`src/rtl/cqr_pkg.sv`:
```
// ----------------------------------------------------------------------------
// cqr_pkg
// shared codes and constants of the circle quadrant rasterizer
// ----------------------------------------------------------------------------
`default_nettype none

package cqr_pkg;

    // default coordinate width
    localparam int COORD_BITS_DEF = 11;

    // reset value of both scene size registers
    localparam int SCENE_RESET = 2048;

    // configuration register index
    localparam int CFG_INDEX_BITS = 1;

    typedef enum logic [CFG_INDEX_BITS-1:0] {
        REG_SCENE_WIDTH  = 1'b0,
        REG_SCENE_HEIGHT = 1'b1
    } cfg_reg_t;

    // request kinds carried in tuser
    typedef enum logic {
        REQ_START = 1'b0,
        REQ_STEP  = 1'b1
    } req_type_t;

    // part flag bit positions
    localparam int PF_BITS  = 7;
    localparam int PF_Q1    = 0;
    localparam int PF_Q2    = 1;
    localparam int PF_Q3    = 2;
    localparam int PF_Q4    = 3;
    localparam int PF_HALF1 = 4;
    localparam int PF_HALF2 = 5;
    localparam int PF_FULL  = 6;

    localparam int NUM_POINTS = 4;

endpackage

`default_nettype wire

```
`src/rtl/cqr_step.sv`:
```
// ----------------------------------------------------------------------------
// cqr_step
// one circle iteration: start load, radius clamp, mirrored points, advance
// ----------------------------------------------------------------------------
`default_nettype none

module cqr_step #(
    parameter int COORD_BITS = cqr_pkg::COORD_BITS_DEF,
    localparam int XW = COORD_BITS + 1,
    localparam int DW = COORD_BITS + 5,
    localparam int PW = COORD_BITS + 2
) (
    input  logic                          start,
    input  logic [COORD_BITS-1:0]         center_x,
    input  logic [COORD_BITS-1:0]         center_y,
    input  logic [COORD_BITS-1:0]         radius,
    input  logic [cqr_pkg::PF_BITS-1:0]   part_flags,
    input  logic [XW-1:0]                 scene_width,
    input  logic [XW-1:0]                 scene_height,
    input  logic                          active,
    input  logic [XW-1:0]                 step_x,
    input  logic signed [XW-1:0]          step_y,
    input  logic signed [DW-1:0]          decision,
    input  logic [COORD_BITS-1:0]         origin_x,
    input  logic [COORD_BITS-1:0]         origin_y,
    input  logic [cqr_pkg::NUM_POINTS-1:0] quadrant_enable,
    output logic                          active_next,
    output logic [XW-1:0]                 step_x_next,
    output logic signed [XW-1:0]          step_y_next,
    output logic signed [DW-1:0]          decision_next,
    output logic [COORD_BITS-1:0]         origin_x_next,
    output logic [COORD_BITS-1:0]         origin_y_next,
    output logic [cqr_pkg::NUM_POINTS-1:0] quadrant_enable_next,
    output logic signed [PW-1:0]          pt0_x,
    output logic signed [PW-1:0]          pt0_y,
    output logic signed [PW-1:0]          pt1_x,
    output logic signed [PW-1:0]          pt1_y,
    output logic signed [PW-1:0]          pt2_x,
    output logic signed [PW-1:0]          pt2_y,
    output logic signed [PW-1:0]          pt3_x,
    output logic signed [PW-1:0]          pt3_y,
    output logic [cqr_pkg::NUM_POINTS-1:0] point_mask,
    output logic                          last
);
    import cqr_pkg::*;

    localparam int AW = COORD_BITS + 7;
    localparam logic signed [AW-1:0] ONE = 1;

    logic signed [COORD_BITS+1:0] dw_diff;
    logic signed [COORD_BITS+1:0] dh_diff;
    logic [XW-1:0]                dw_abs;
    logic [XW-1:0]                dh_abs;
    logic [COORD_BITS-1:0]        r_w;
    logic [COORD_BITS-1:0]        r_clamp;
    logic signed [DW-1:0]         init_d;
    logic [NUM_POINTS-1:0]        init_q;

    logic [XW-1:0]                cur_x;
    logic signed [XW-1:0]         cur_y;
    logic signed [DW-1:0]         cur_d;
    logic [COORD_BITS-1:0]        cur_ox;
    logic [COORD_BITS-1:0]        cur_oy;
    logic [NUM_POINTS-1:0]        cur_q;

    logic signed [AW-1:0] xa, ya, da, oxa, oya, err, x1, y1, d1;
    logic                 d_neg, d_pos, err_pos, run;

    // radius clamp against the scene edges
    always_comb
    begin
        dw_diff = $signed({2'b00, center_x}) - $signed({1'b0, scene_width});
        dh_diff = $signed({2'b00, center_y}) - $signed({1'b0, scene_height});
        dw_abs  = dw_diff[COORD_BITS+1] ? XW'(-dw_diff) : XW'(dw_diff);
        dh_abs  = dh_diff[COORD_BITS+1] ? XW'(-dh_diff) : XW'(dh_diff);
        r_w     = (dw_abs < {1'b0, radius}) ? dw_abs[COORD_BITS-1:0] : radius;
        r_clamp = (dh_abs < {1'b0, r_w}) ? dh_abs[COORD_BITS-1:0] : r_w;
        init_d  = DW'(2) - DW'({r_clamp, 1'b0});
        init_q[0] = part_flags[PF_Q1] | part_flags[PF_HALF1] | part_flags[PF_FULL];
        init_q[1] = part_flags[PF_Q2] | part_flags[PF_HALF1] | part_flags[PF_FULL];
        init_q[2] = part_flags[PF_Q3] | part_flags[PF_HALF2] | part_flags[PF_FULL];
        init_q[3] = part_flags[PF_Q4] | part_flags[PF_HALF2] | part_flags[PF_FULL];
    end

    // iteration to emit: freshly loaded on start, else the running one
    always_comb
    begin
        cur_x  = start ? '0 : step_x;
        cur_y  = start ? $signed({1'b0, r_clamp}) : step_y;
        cur_d  = start ? init_d : decision;
        cur_ox = start ? center_x : origin_x;
        cur_oy = start ? center_y : origin_y;
        cur_q  = start ? init_q : quadrant_enable;
        run    = start | active;
    end

    // three-way decision update
    always_comb
    begin
        xa  = AW'(cur_x);
        ya  = AW'(cur_y);
        da  = AW'(cur_d);
        oxa = AW'(cur_ox);
        oya = AW'(cur_oy);
        err = ((da + ya) <<< 1) - ONE;
        d_neg   = cur_d[DW-1];
        d_pos   = !cur_d[DW-1] && (cur_d != '0);
        err_pos = !err[AW-1] && (err != '0);
        priority if (d_neg && !err_pos)
        begin
            x1 = xa + ONE;
            y1 = ya;
            d1 = da + (x1 <<< 1) + ONE;
        end
        else if (d_pos && err_pos)
        begin
            x1 = xa;
            y1 = ya - ONE;
            d1 = da - (y1 <<< 1) - ONE;
        end
        else
        begin
            x1 = xa + ONE;
            y1 = ya - ONE;
            d1 = da + ((x1 - ya) <<< 1);
        end
    end

    always_comb
    begin
        if (run)
        begin
            pt0_x = PW'(oxa + xa);
            pt0_y = PW'(oya + ya);
            pt1_x = PW'(oxa + xa);
            pt1_y = PW'(oya - ya);
            pt2_x = PW'(oxa - xa);
            pt2_y = PW'(oya - ya);
            pt3_x = PW'(oxa - xa);
            pt3_y = PW'(oya + ya);
            point_mask           = cur_q;
            last                 = y1[AW-1];
            active_next          = !y1[AW-1];
            step_x_next          = XW'(x1);
            step_y_next          = XW'(y1);
            decision_next        = DW'(d1);
            origin_x_next        = cur_ox;
            origin_y_next        = cur_oy;
            quadrant_enable_next = cur_q;
        end
        else
        begin
            // step with no circle running: empty result, state held
            pt0_x = '0;
            pt0_y = '0;
            pt1_x = '0;
            pt1_y = '0;
            pt2_x = '0;
            pt2_y = '0;
            pt3_x = '0;
            pt3_y = '0;
            point_mask           = '0;
            last                 = 1'b1;
            active_next          = active;
            step_x_next          = step_x;
            step_y_next          = step_y;
            decision_next        = decision;
            origin_x_next        = origin_x;
            origin_y_next        = origin_y;
            quadrant_enable_next = quadrant_enable;
        end
    end

endmodule

`default_nettype wire

```
`src/rtl/circle_quadrant_rasterizer_core.sv`:
```
// ----------------------------------------------------------------------------
// circle_quadrant_rasterizer_core
// bresenham circle generator with quadrant and half selection
// ----------------------------------------------------------------------------
// path: a request transaction reaches its result transaction by way of the
//   input register and then the result register
// throughput: one request per cycle unless m_tready stalls the result; the
//   iteration update is one short add/compare path between input and result registers
// reset: rst_n clears the circle state and the valid flags, scene size
//   registers return to 2048; no clearing pass
// ----------------------------------------------------------------------------
`default_nettype none

module circle_quadrant_rasterizer_core #(
    parameter int COORD_BITS = cqr_pkg::COORD_BITS_DEF,
    localparam int XW    = COORD_BITS + 1,
    localparam int PW    = COORD_BITS + 2,
    localparam int IN_W  = ((3 * COORD_BITS + cqr_pkg::PF_BITS + 7) / 8) * 8,
    localparam int OUT_W = 8 * PW + 8
) (
    input  logic                              clk,
    input  logic                              rst_n,
    // configuration write port
    input  logic                              cfg_we,
    input  logic [cqr_pkg::CFG_INDEX_BITS-1:0] cfg_index,
    input  logic [XW-1:0]                     cfg_wdata,
    // request stream
    input  logic                              s_tvalid,
    output logic                              s_tready,
    input  logic [IN_W-1:0]                   s_tdata,  // center_x, center_y, radius, part_flags
    input  logic [0:0]                        s_tuser,  // req_type
    // result stream
    output logic                              m_tvalid,
    input  logic                              m_tready,
    output logic [OUT_W-1:0]                  m_tdata,  // pt0_x, pt0_y, pt1_x, pt1_y, pt2_x,
                                                        // pt2_y, pt3_x, pt3_y, point_mask
    output logic                              m_tlast   // last
);
    import cqr_pkg::*;

    localparam int C  = COORD_BITS;
    localparam int DW = COORD_BITS + 5;
    localparam int NP = NUM_POINTS;

    // configuration registers
    logic [XW-1:0] scene_width_reg;
    logic [XW-1:0] scene_height_reg;

    // input register stage
    logic               in_valid_reg, in_valid_next;
    logic               in_start_reg;
    logic [C-1:0]       in_cx_reg, in_cy_reg, in_r_reg;
    logic [PF_BITS-1:0] in_pf_reg;

    // circle state
    logic                 active_reg, active_next;
    logic [XW-1:0]        step_x_reg, step_x_next;
    logic signed [XW-1:0] step_y_reg, step_y_next;
    logic signed [DW-1:0] decision_reg, decision_next;
    logic [C-1:0]         origin_x_reg, origin_x_next;
    logic [C-1:0]         origin_y_reg, origin_y_next;
    logic [NP-1:0]        quad_en_reg, quad_en_next;

    // result register stage
    logic             m_tvalid_reg, m_tvalid_next;
    logic [OUT_W-1:0] m_tdata_reg, m_tdata_next;
    logic             m_tlast_reg;

    // datapath results
    logic signed [PW-1:0] pt0_x, pt0_y, pt1_x, pt1_y, pt2_x, pt2_y, pt3_x, pt3_y;
    logic [NP-1:0]        res_mask;
    logic                 res_last;

    logic s_accept;
    logic advance;

    // the result register frees up as soon as its transaction completes,
    // so the input stage moves on in the same cycle
    assign advance  = in_valid_reg && (!m_tvalid_reg || m_tready);
    assign s_tready = !in_valid_reg || advance;
    assign s_accept = s_tvalid && s_tready;

    assign m_tvalid = m_tvalid_reg;
    assign m_tdata  = m_tdata_reg;
    assign m_tlast  = m_tlast_reg;

    // configuration writes
    always_ff @(posedge clk or negedge rst_n)
    begin
        if (!rst_n)
        begin
            scene_width_reg  <= XW'(SCENE_RESET);
            scene_height_reg <= XW'(SCENE_RESET);
        end
        else if (cfg_we)
        begin
            unique case (cfg_index)
                REG_SCENE_WIDTH:  scene_width_reg  <= cfg_wdata;
                REG_SCENE_HEIGHT: scene_height_reg <= cfg_wdata;
                default:          scene_width_reg  <= scene_width_reg;
            endcase
        end
    end

    // input stage
    always_comb
    begin
        priority if (s_accept)
            in_valid_next = 1'b1;
        else if (advance)
            in_valid_next = 1'b0;
        else
            in_valid_next = in_valid_reg;
    end

    always_ff @(posedge clk or negedge rst_n)
    begin
        if (!rst_n)
            in_valid_reg <= 1'b0;
        else
            in_valid_reg <= in_valid_next;
    end

    // payload needs no reset
    always_ff @(posedge clk)
    begin
        if (s_accept)
        begin
            in_start_reg <= (s_tuser[0] == REQ_START);
            in_cx_reg    <= s_tdata[C-1:0];
            in_cy_reg    <= s_tdata[2*C-1:C];
            in_r_reg     <= s_tdata[3*C-1:2*C];
            in_pf_reg    <= s_tdata[3*C+PF_BITS-1:3*C];
        end
    end

    // one iteration of the circle, fed from the input stage and the state
    cqr_step #(
        .COORD_BITS (COORD_BITS)
    ) u_step (
        .start                (in_start_reg),
        .center_x             (in_cx_reg),
        .center_y             (in_cy_reg),
        .radius               (in_r_reg),
        .part_flags           (in_pf_reg),
        .scene_width          (scene_width_reg),
        .scene_height         (scene_height_reg),
        .active               (active_reg),
        .step_x               (step_x_reg),
        .step_y               (step_y_reg),
        .decision             (decision_reg),
        .origin_x             (origin_x_reg),
        .origin_y             (origin_y_reg),
        .quadrant_enable      (quad_en_reg),
        .active_next          (active_next),
        .step_x_next          (step_x_next),
        .step_y_next          (step_y_next),
        .decision_next        (decision_next),
        .origin_x_next        (origin_x_next),
        .origin_y_next        (origin_y_next),
        .quadrant_enable_next (quad_en_next),
        .pt0_x                (pt0_x),
        .pt0_y                (pt0_y),
        .pt1_x                (pt1_x),
        .pt1_y                (pt1_y),
        .pt2_x                (pt2_x),
        .pt2_y                (pt2_y),
        .pt3_x                (pt3_x),
        .pt3_y                (pt3_y),
        .point_mask           (res_mask),
        .last                 (res_last)
    );

    // state moves only when the request leaves the input stage
    always_ff @(posedge clk or negedge rst_n)
    begin
        if (!rst_n)
        begin
            active_reg   <= 1'b0;
            step_x_reg   <= '0;
            step_y_reg   <= '0;
            decision_reg <= '0;
            origin_x_reg <= '0;
            origin_y_reg <= '0;
            quad_en_reg  <= '0;
        end
        else if (advance)
        begin
            active_reg   <= active_next;
            step_x_reg   <= step_x_next;
            step_y_reg   <= step_y_next;
            decision_reg <= decision_next;
            origin_x_reg <= origin_x_next;
            origin_y_reg <= origin_y_next;
            quad_en_reg  <= quad_en_next;
        end
    end

    // result packing, pt0_x in the lowest bits
    always_comb
    begin
        m_tdata_next                  = '0;
        m_tdata_next[1*PW-1:0*PW]     = pt0_x;
        m_tdata_next[2*PW-1:1*PW]     = pt0_y;
        m_tdata_next[3*PW-1:2*PW]     = pt1_x;
        m_tdata_next[4*PW-1:3*PW]     = pt1_y;
        m_tdata_next[5*PW-1:4*PW]     = pt2_x;
        m_tdata_next[6*PW-1:5*PW]     = pt2_y;
        m_tdata_next[7*PW-1:6*PW]     = pt3_x;
        m_tdata_next[8*PW-1:7*PW]     = pt3_y;
        m_tdata_next[8*PW+NP-1:8*PW]  = res_mask;
    end

    always_comb
    begin
        priority if (advance)
            m_tvalid_next = 1'b1;
        else if (m_tready)
            m_tvalid_next = 1'b0;
        else
            m_tvalid_next = m_tvalid_reg;
    end

    always_ff @(posedge clk or negedge rst_n)
    begin
        if (!rst_n)
            m_tvalid_reg <= 1'b0;
        else
            m_tvalid_reg <= m_tvalid_next;
    end

    always_ff @(posedge clk)
    begin
        if (advance)
        begin
            m_tdata_reg <= m_tdata_next;
            m_tlast_reg <= res_last;
        end
    end

    // a circle ends only with a result that carries last
    a_end_with_last: assert property (@(posedge clk) disable iff (!rst_n)
        $fell(active_reg) |-> $past(advance && res_last))
        else $error("circle dropped without a last result");

    // a last result always leaves the generator idle
    a_last_goes_idle: assert property (@(posedge clk) disable iff (!rst_n)
        advance && res_last |=> !active_reg)
        else $error("generator still active after last result");

    // a processed request always shows up as a result
    a_result_follows: assert property (@(posedge clk) disable iff (!rst_n)
        advance |=> m_tvalid)
        else $error("processed request produced no result");

endmodule

`default_nettype wire
```
`config.mk`:
```
export PLATFORM = sky130hd
export DESIGN_NAME = circle_quadrant_rasterizer_core
export DESIGN_NICKNAME = d
export VERILOG_FILES = /design/src/rtl/cqr_pkg.sv /design/src/rtl/cqr_step.sv /design/src/rtl/circle_quadrant_rasterizer_core.sv
export SDC_FILE = /design/constraint.sdc
export NUM_CORES = 1
export LEC_CHECK = 0
export BUFFER_PORTS_ARGS = -buffer_cell sky130_fd_sc_hd__buf_2
export CAP_MARGIN = 5
export CORE_MARGIN = 4
export CORE_UTILIZATION = 25
export CTS_CLUSTER_DIAMETER = 60
export DETAILED_ROUTE_END_ITERATION = 8
export PLACE_DENSITY_LB_ADDON = 0.12
export RECOVER_POWER = 25
export SYNTH_ARGS = -nofsm -noshare
export SYNTH_HDL_FRONTEND = slang
export SYNTH_HIERARCHICAL = 1
export SYNTH_SLANG_ARGS = --single-unit
```
`constraint.sdc`:
```
create_clock -name clk -period 12.8 [get_ports clk]
set_clock_uncertainty 0.05 [all_clocks]
set_input_delay 1.28 -clock clk [delete_from_list [all_inputs] [get_ports clk]]
set_output_delay 1.28 -clock clk [all_outputs]
set_load 0.05 [all_outputs]
```
==> reports/summary.txt, run 1 <==
Status = finished, violations left
Failing checks = max-capacitance violations, max-slew violations
CP arrival = 12340 ps
Max reg flops = 108
Synthesized area = 19650 µm²
H-tree levels = 2
Clock Sinks = 243
Root Buffer = clkbuf_16
FF+latch count, synth = 243
Via count = 15730
WL/cell = 19.87 µm
Top sig layer = met4
Layout cells sized above 1 = 21.80%
First-pass GRT wire length = 96.40 mm
Relative slew slack = -174.7%
Total track usage = 15.06%
Initial DRT Pass Iterations = 6
Synth cell types = 102
Met3 routed WL = 2.937 mm
Post-synth EDFFs = 150
Worst-margin pin slew = 4120 ps
Final HPWL DP = 50.15 mm
Die W = 288.3 µm
Max Cap Viol = 3
I/O Pins = 174
Worst-path clk slew = 60 ps
CP startpoint = in_cx_reg[8]$_DFFE_PP_
Async set-reset flop share out of synthesis = 38.27%
Most area-consuming cells after synthesis = edfxtp_1 (23%), dfrtp_1 (12%), ha_1 (8.8%)
Reg2reg start = in_cx_reg[8]$_DFFE_PP_
Final instance count without filler cells = 3224
# fillers = 8217
Post-DRT Antenna Nets = 0
Main synth FF type = edfxtp_1
CP required = 13200 ps
Num rows = 102
Most common cell after layout, fill and taps aside = nor2_1
Setup TNS = 0 ps
Reg2Reg Setup Slack = 870 ps
Post-route DRC = 0
Critical path class = flop to flop
Tmin final = 11930 ps
Clock buffer count from CTS = 39
Sequential area share after synthesis = 34.79%
Worst-Skew Late Latency = 570 ps
TritonCTS clock tree = built
Synth warnings = 6
Metal2 WL = 29.11 mm
Largest net degree at the start of global routing = 101
M1 WL = 30.22 mm
Final Cycle Share = 93.24%
Unrepaired setup endpoints after global routing = false
Worst path slowest cell = edfxtp_1
Chip height = 288.3 µm
Worst-case clock buffer depth = 3
Startpoint Class = flop
Highest-count cells in the layout ignoring fill and taps = nor2_1 (229), buf_2 (161), edfxtp_1 (150), ha_1 (138), xnor2_1 (122)
Area growth syn-to-layout = 15.83%
Inst Count DP = 3147
Area leader, netlist = edfxtp_1
Congestion Overflow GR = 0
R2R depth = 47
Final WL = 64.06 mm
# port buffers = 169
Syn avg cell area = 9.631 µm²
Worst hold path type = flop to flop
CTS Hold Bufs = 0
Critical path fanouts, max = 14
Yosys top cell area share = 22.93%
Core box area = 77720 µm²
Starting DRT DRC Count = 906
FF-to-FF End = decision_reg[10]$_DFFE_PN0P_
Critical Path Sink Type = flop
Initial antenna violation count = 3
Gpl congestion = 0.8448
Final hold violations = 0
Starting density of the core = 25.28%
Mapped Cells = 2040
Crit path to = decision_reg[10]$_DFFE_PN0P_
Number of global-route vias before repair = 15590
Max Freq = 83.79 MHz
Setup violators final = 0
Slew Viols, Final = 138
Vias per cell = 4.879
Die area = 83130 µm²
Nets = 2361
Crit path largest cell delay = 530 ps
[cell usage after synthesis, types with 49 or more instances]
cell,instances
nand3_1,50
xor2_1,49
dfrtp_1,91
a21oi_1,110
inv_1,117
a21o_1,54
edfxtp_1,150
xnor2_1,122
mux2_2,109
nand2_1,83
buf_4,62
o21ai_0,61
ha_1,138
nor2_1,231
[per-layer routing]
layer,GRT usage [%],vias up
li1,-,7580
met5,0,-
met1,20.67,7697
met2,24.63,367
met3,2.234,85
met4,4.349,0
[worst min path at each step]
stage	slack, ps	endpoint	from	cells past startpoint
after floorplan	420	decision_reg[0]$_DFFE_PN0P_	decision_reg[0]$_DFFE_PN0P_	1
after global placement	430	decision_reg[0]$_DFFE_PN0P_	decision_reg[0]$_DFFE_PN0P_	1
after detailed placement	440	decision_reg[0]$_DFFE_PN0P_	decision_reg[0]$_DFFE_PN0P_	1
after CTS	450	decision_reg[0]$_DFFE_PN0P_	decision_reg[0]$_DFFE_PN0P_	1
after global routing	460	origin_x_reg[9]$_DFFE_PN0P_	origin_x_reg[9]$_DFFE_PN0P_	1
final	450	decision_reg[0]$_DFFE_PN0P_	decision_reg[0]$_DFFE_PN0P_	1
[layout make-up]
class                           instances  area, µm²  area share [%]
Antenna cell                            1      2.502         0.01100
Clock buffer                           46       1032           4.536
Clock inverter                         25      305.3           1.342
Inverter                              119      447.9           1.968
Multi-Input combinational cell       1537      11640           51.17
Sequential cell                       243       6834           30.03
Tap cell                             1040       1301           5.718
Timing Repair Buffer                  213       1187           5.218
[critical path: cells and delay by family (launching register included)]
family          cells  cell delay (ps)
compound gates     22             5000
xor+xnor            1              140
fa+ha+maj           5             1710
buf+inv             5              730
flops               1              530
mux                 3              740
simple gates       11             2860
[cell families (layout without fill, tap and decap cells)]
family / after synthesis / count (layout) / share of synthesized area (%)
DFF: 243 / 243 / 34.79
buffers and inverters: 263 / 403 / 6.572
xor gates and xnor gates: 173 / 173 / 7.821
other: 1 / 5 / 0.01909
and+or+nand+nor: 586 / 586 / 14.71
AOI/OAI and AO/OA: 458 / 458 / 16.49
adders and majority gates: 167 / 167 / 10.83
muxes: 149 / 149 / 8.770
[timing repair]
item	CTS	global route
resized for setup	0	27
endpoints found under the hold margin	0	0
endpoints found under the setup margin	0	42
setup buffers	0	5
[per-stage QoR]
stage	area, µm²	setup slack [ps]	hold WS (ps)	util [%]
global placement	21300	492.5	432.5	27.40
detailed placement	21300	128.7	435.5	27.40
floorplan	19660	1800	421.2	-
finish	22760	865.1	446.4	29.28
global route	22760	37.40	464.4	29.28
CTS	22630	56.29	449.1	29.12
Power of run 1 is left out: the tool's default activity adds up to more than one toggle a clock period on the data nets, which glitch-free logic cannot reach.
==> run 2, diff against run 1 <==
--- a/config.mk
+++ b/config.mk
@@ -15,5 +15,4 @@
 export RECOVER_POWER = 25
 export SYNTH_ARGS = -nofsm -noshare
 export SYNTH_HDL_FRONTEND = slang
-export SYNTH_HIERARCHICAL = 1
 export SYNTH_SLANG_ARGS = --single-unit
==> constraint.sdc (replaced) <==
create_clock -name clk -period 10.15 [get_ports clk]
set_clock_uncertainty 0.05 [all_clocks]
set_input_delay 1.015 -clock clk [delete_from_list [all_inputs] [get_ports clk]]
set_output_delay 1.015 -clock clk [all_outputs]
set_load 0.05 [all_outputs]
==> reports/summary.txt, run 2 <==
Status = finished, violations left
Failing checks = max-capacitance violations, max-slew violations, negative setup slack
Largest net degree at the start of global routing = 56
FF-to-FF End = decision_reg[6]$_DFFE_PN0P_
Mapped Cells = 1827
H-tree levels = 4
Layout cells sized above 1 = 30.33%
Final WL = 58.33 mm
TritonCTS clock tree = built
Most Crowded Layer GR = met2
Max Freq = 94.95 MHz
Critical Path Sink Type = flop
GR Util met2 = 26.76%
Area leader, netlist = edfxtp_1
Die W = 265.2 µm
Hold slack = 432.8 ps
Reg2Reg Setup Slack = -380 ps
CP arrival = 10900 ps
Worst-case clock buffer depth = 2
FF+latch count, synth = 189
WHS Path Cells = 2
Max reg flops = 54
Worst hold path type = flop to flop
Startpoint Class = flop
Core box area = 65630 µm²
Cell with the most instances after synthesis = nor2_1
M3 GR Usage = 2.377%
Final Cycle Share = 103.8%
Unrepaired setup endpoints after global routing = true
Async set-reset flop share out of synthesis = 49.21%
Starting density of the core = 25.20%
Post-route DRC = 0
Area growth syn-to-layout = 28.98%
Via count = 14270
Relative slew slack = -101.1%
Clock Sinks = 189
Worst path slowest cell = or4b_4
CP required = 10520 ps
Highest-count cells in the layout ignoring fill and taps = buf_4 (251), nor2_1 (180), buf_2 (162), ha_1 (154), inv_1 (124)
Synth cell types = 91
Syn avg cell area = 9.051 µm²
Worst-Skew Late Latency = 490 ps
Final core occ = 32.50%
Crit path largest cell delay = 550 ps
Final hold violations = 0
CTS Hold Bufs = 0
I/O Pins = 174
Starting DRT DRC Count = 805
Most common cell after layout, fill and taps aside = buf_4
R2R depth = 49
ANT cells = 0
Nets = 2416
Global routing met1 resource utilization = 22.57%
Slew Viols, Final = 85
Congestion Overflow GR = 0
Post-synth EDFFs = 96
Chip height = 265.2 µm
Die area = 70320 µm²
Worst-margin pin slew = 3017 ps
Synth cell count leaders = nor2_1 (195), ha_1 (163), nand2_1 (132), inv_1 (127), xnor2_1 (115)
Synthesized area = 16540 µm²
Gpl congestion = 0.8637
Initial DRT Pass Iterations = 5
Yosys top cell area share = 17.43%
CP dominant cell by count = mux2_4
WL/cell = 19.06 µm
Setup violators final = 42
Vias per cell = 4.663
Clock buffer count from CTS = 17
Worst Hold Launch = origin_y_reg[0]$_DFFE_PN0P_
Critical path class = flop to flop
Worst-path clk slew = 90 ps
Root Buffer = clkbuf_16
Worst setup margin = -381.8 ps
Total track usage = 16.31%
Reg2reg start = in_cx_reg[0]$_DFFE_PP_
Main synth FF type = edfxtp_1
Hold endpoint = origin_y_reg[0]$_DFFE_PN0P_
Num rows = 94
Critical path fanouts, max = 6
Number of global-route vias before repair = 14350
Max Cap Viol = 2
Most area-consuming cells after synthesis = edfxtp_1 (17%), dfrtp_1 (14%), ha_1 (12%)
Synth warnings = 0
# port buffers = 169
Initial antenna violation count = 1
Final HPWL DP = 46.41 mm
First-pass GRT wire length = 87.39 mm
Post-DRT Antenna Nets = 0
Tmin final = 10530 ps
Sequential area share after synthesis = 31.52%
## run 2: final cells by class
cell class | instances | area [µm²]
fill | 6895 | 44300
multi-input combinational | 1397 | 10840
sequential | 189 | 5213
timing repair buffer | 449 | 3112
tap | 864 | 1081
clock buffer | 20 | 489.2
inverter | 129 | 484.2
clock inverter | 12 | 112.6
## run 2: stage by stage
stage / instances / TNS, ps / instance area [µm²] / worst slack, ps
after global placement: 3006 / -24620 / 20020 / -684.2
final: 3060 / -12080 / 21330 / -381.8
after detailed placement: 3006 / -30120 / 20020 / -811.1
after CTS: 3051 / -13150 / 21060 / -410.7
after global routing: 3060 / -33440 / 21330 / -894.4
after floorplan: 1830 / -6450 / 16770 / -329.7
## run 2: per-layer routing
layer / part of all wire, % / up-vias
li1: - / 7111
met1: 48 / 6830
met2: 46 / 284
met3: 3.5 / 43
met4: 2.1 / 0
met5: 0 / -
## run 2: critical path: cells and delay by family (launching register included)
kind                     cells  cell delay (ps)
AO/OA/AOI/OAI               18             3520
XOR/XNOR                     1              240
adder cells (fa/ha/maj)      6             1380
buffers and inverters        5              470
flip-flops                   1              400
multiplexers                 8             1840
AND/OR/NAND/NOR             11             2560
## run 2: cell families after synthesis
group	Yosys count	synth area share [%]
adder cells (fa/ha/maj)	174	13.67
AO/OA/AOI/OAI	443	18.27
flip-flops	189	31.52
buffers and inverters	244	7.052
AND/OR/NAND/NOR	524	14.76
other	1	0.02268
multiplexers	106	6.969
XOR/XNOR	146	7.733
## run 2: repair_timing
item,in CTS,in global routing
gates resized for setup,83,51
gates cloned,1,2
buffers inserted,12,8
pin swaps,45,41
endpoints found under the setup margin,42,42
## run 2: how the worst max path moves through the flow
| stage | start | end | slack [ps] | depth (start not counted) |
|---|---|---|---|---|
| 4_1_cts | in_cx_reg[0]$_DFFE_PP_ | decision_reg[2]$_DFFE_PN0P_ | -410 | 48 |
| 3_5_place_dp | in_cx_reg[0]$_DFFE_PP_ | decision_reg[0]$_DFFE_PN0P_ | -810 | 50 |
| 2_1_floorplan | in_cx_reg[0]$_DFFE_PP_ | decision_reg[7]$_DFFE_PN0P_ | -330 | 52 |
| 6_report | in_cx_reg[0]$_DFFE_PP_ | decision_reg[6]$_DFFE_PN0P_ | -380 | 49 |
| 5_1_grt | in_cx_reg[0]$_DFFE_PP_ | decision_reg[6]$_DFFE_PN0P_ | -890 | 51 |
| 3_3_place_gp | in_cx_reg[0]$_DFFE_PP_ | active_reg$_DFFE_PN0P_ | -680 | 48 |
Power of run 2 is left out for the same reason.
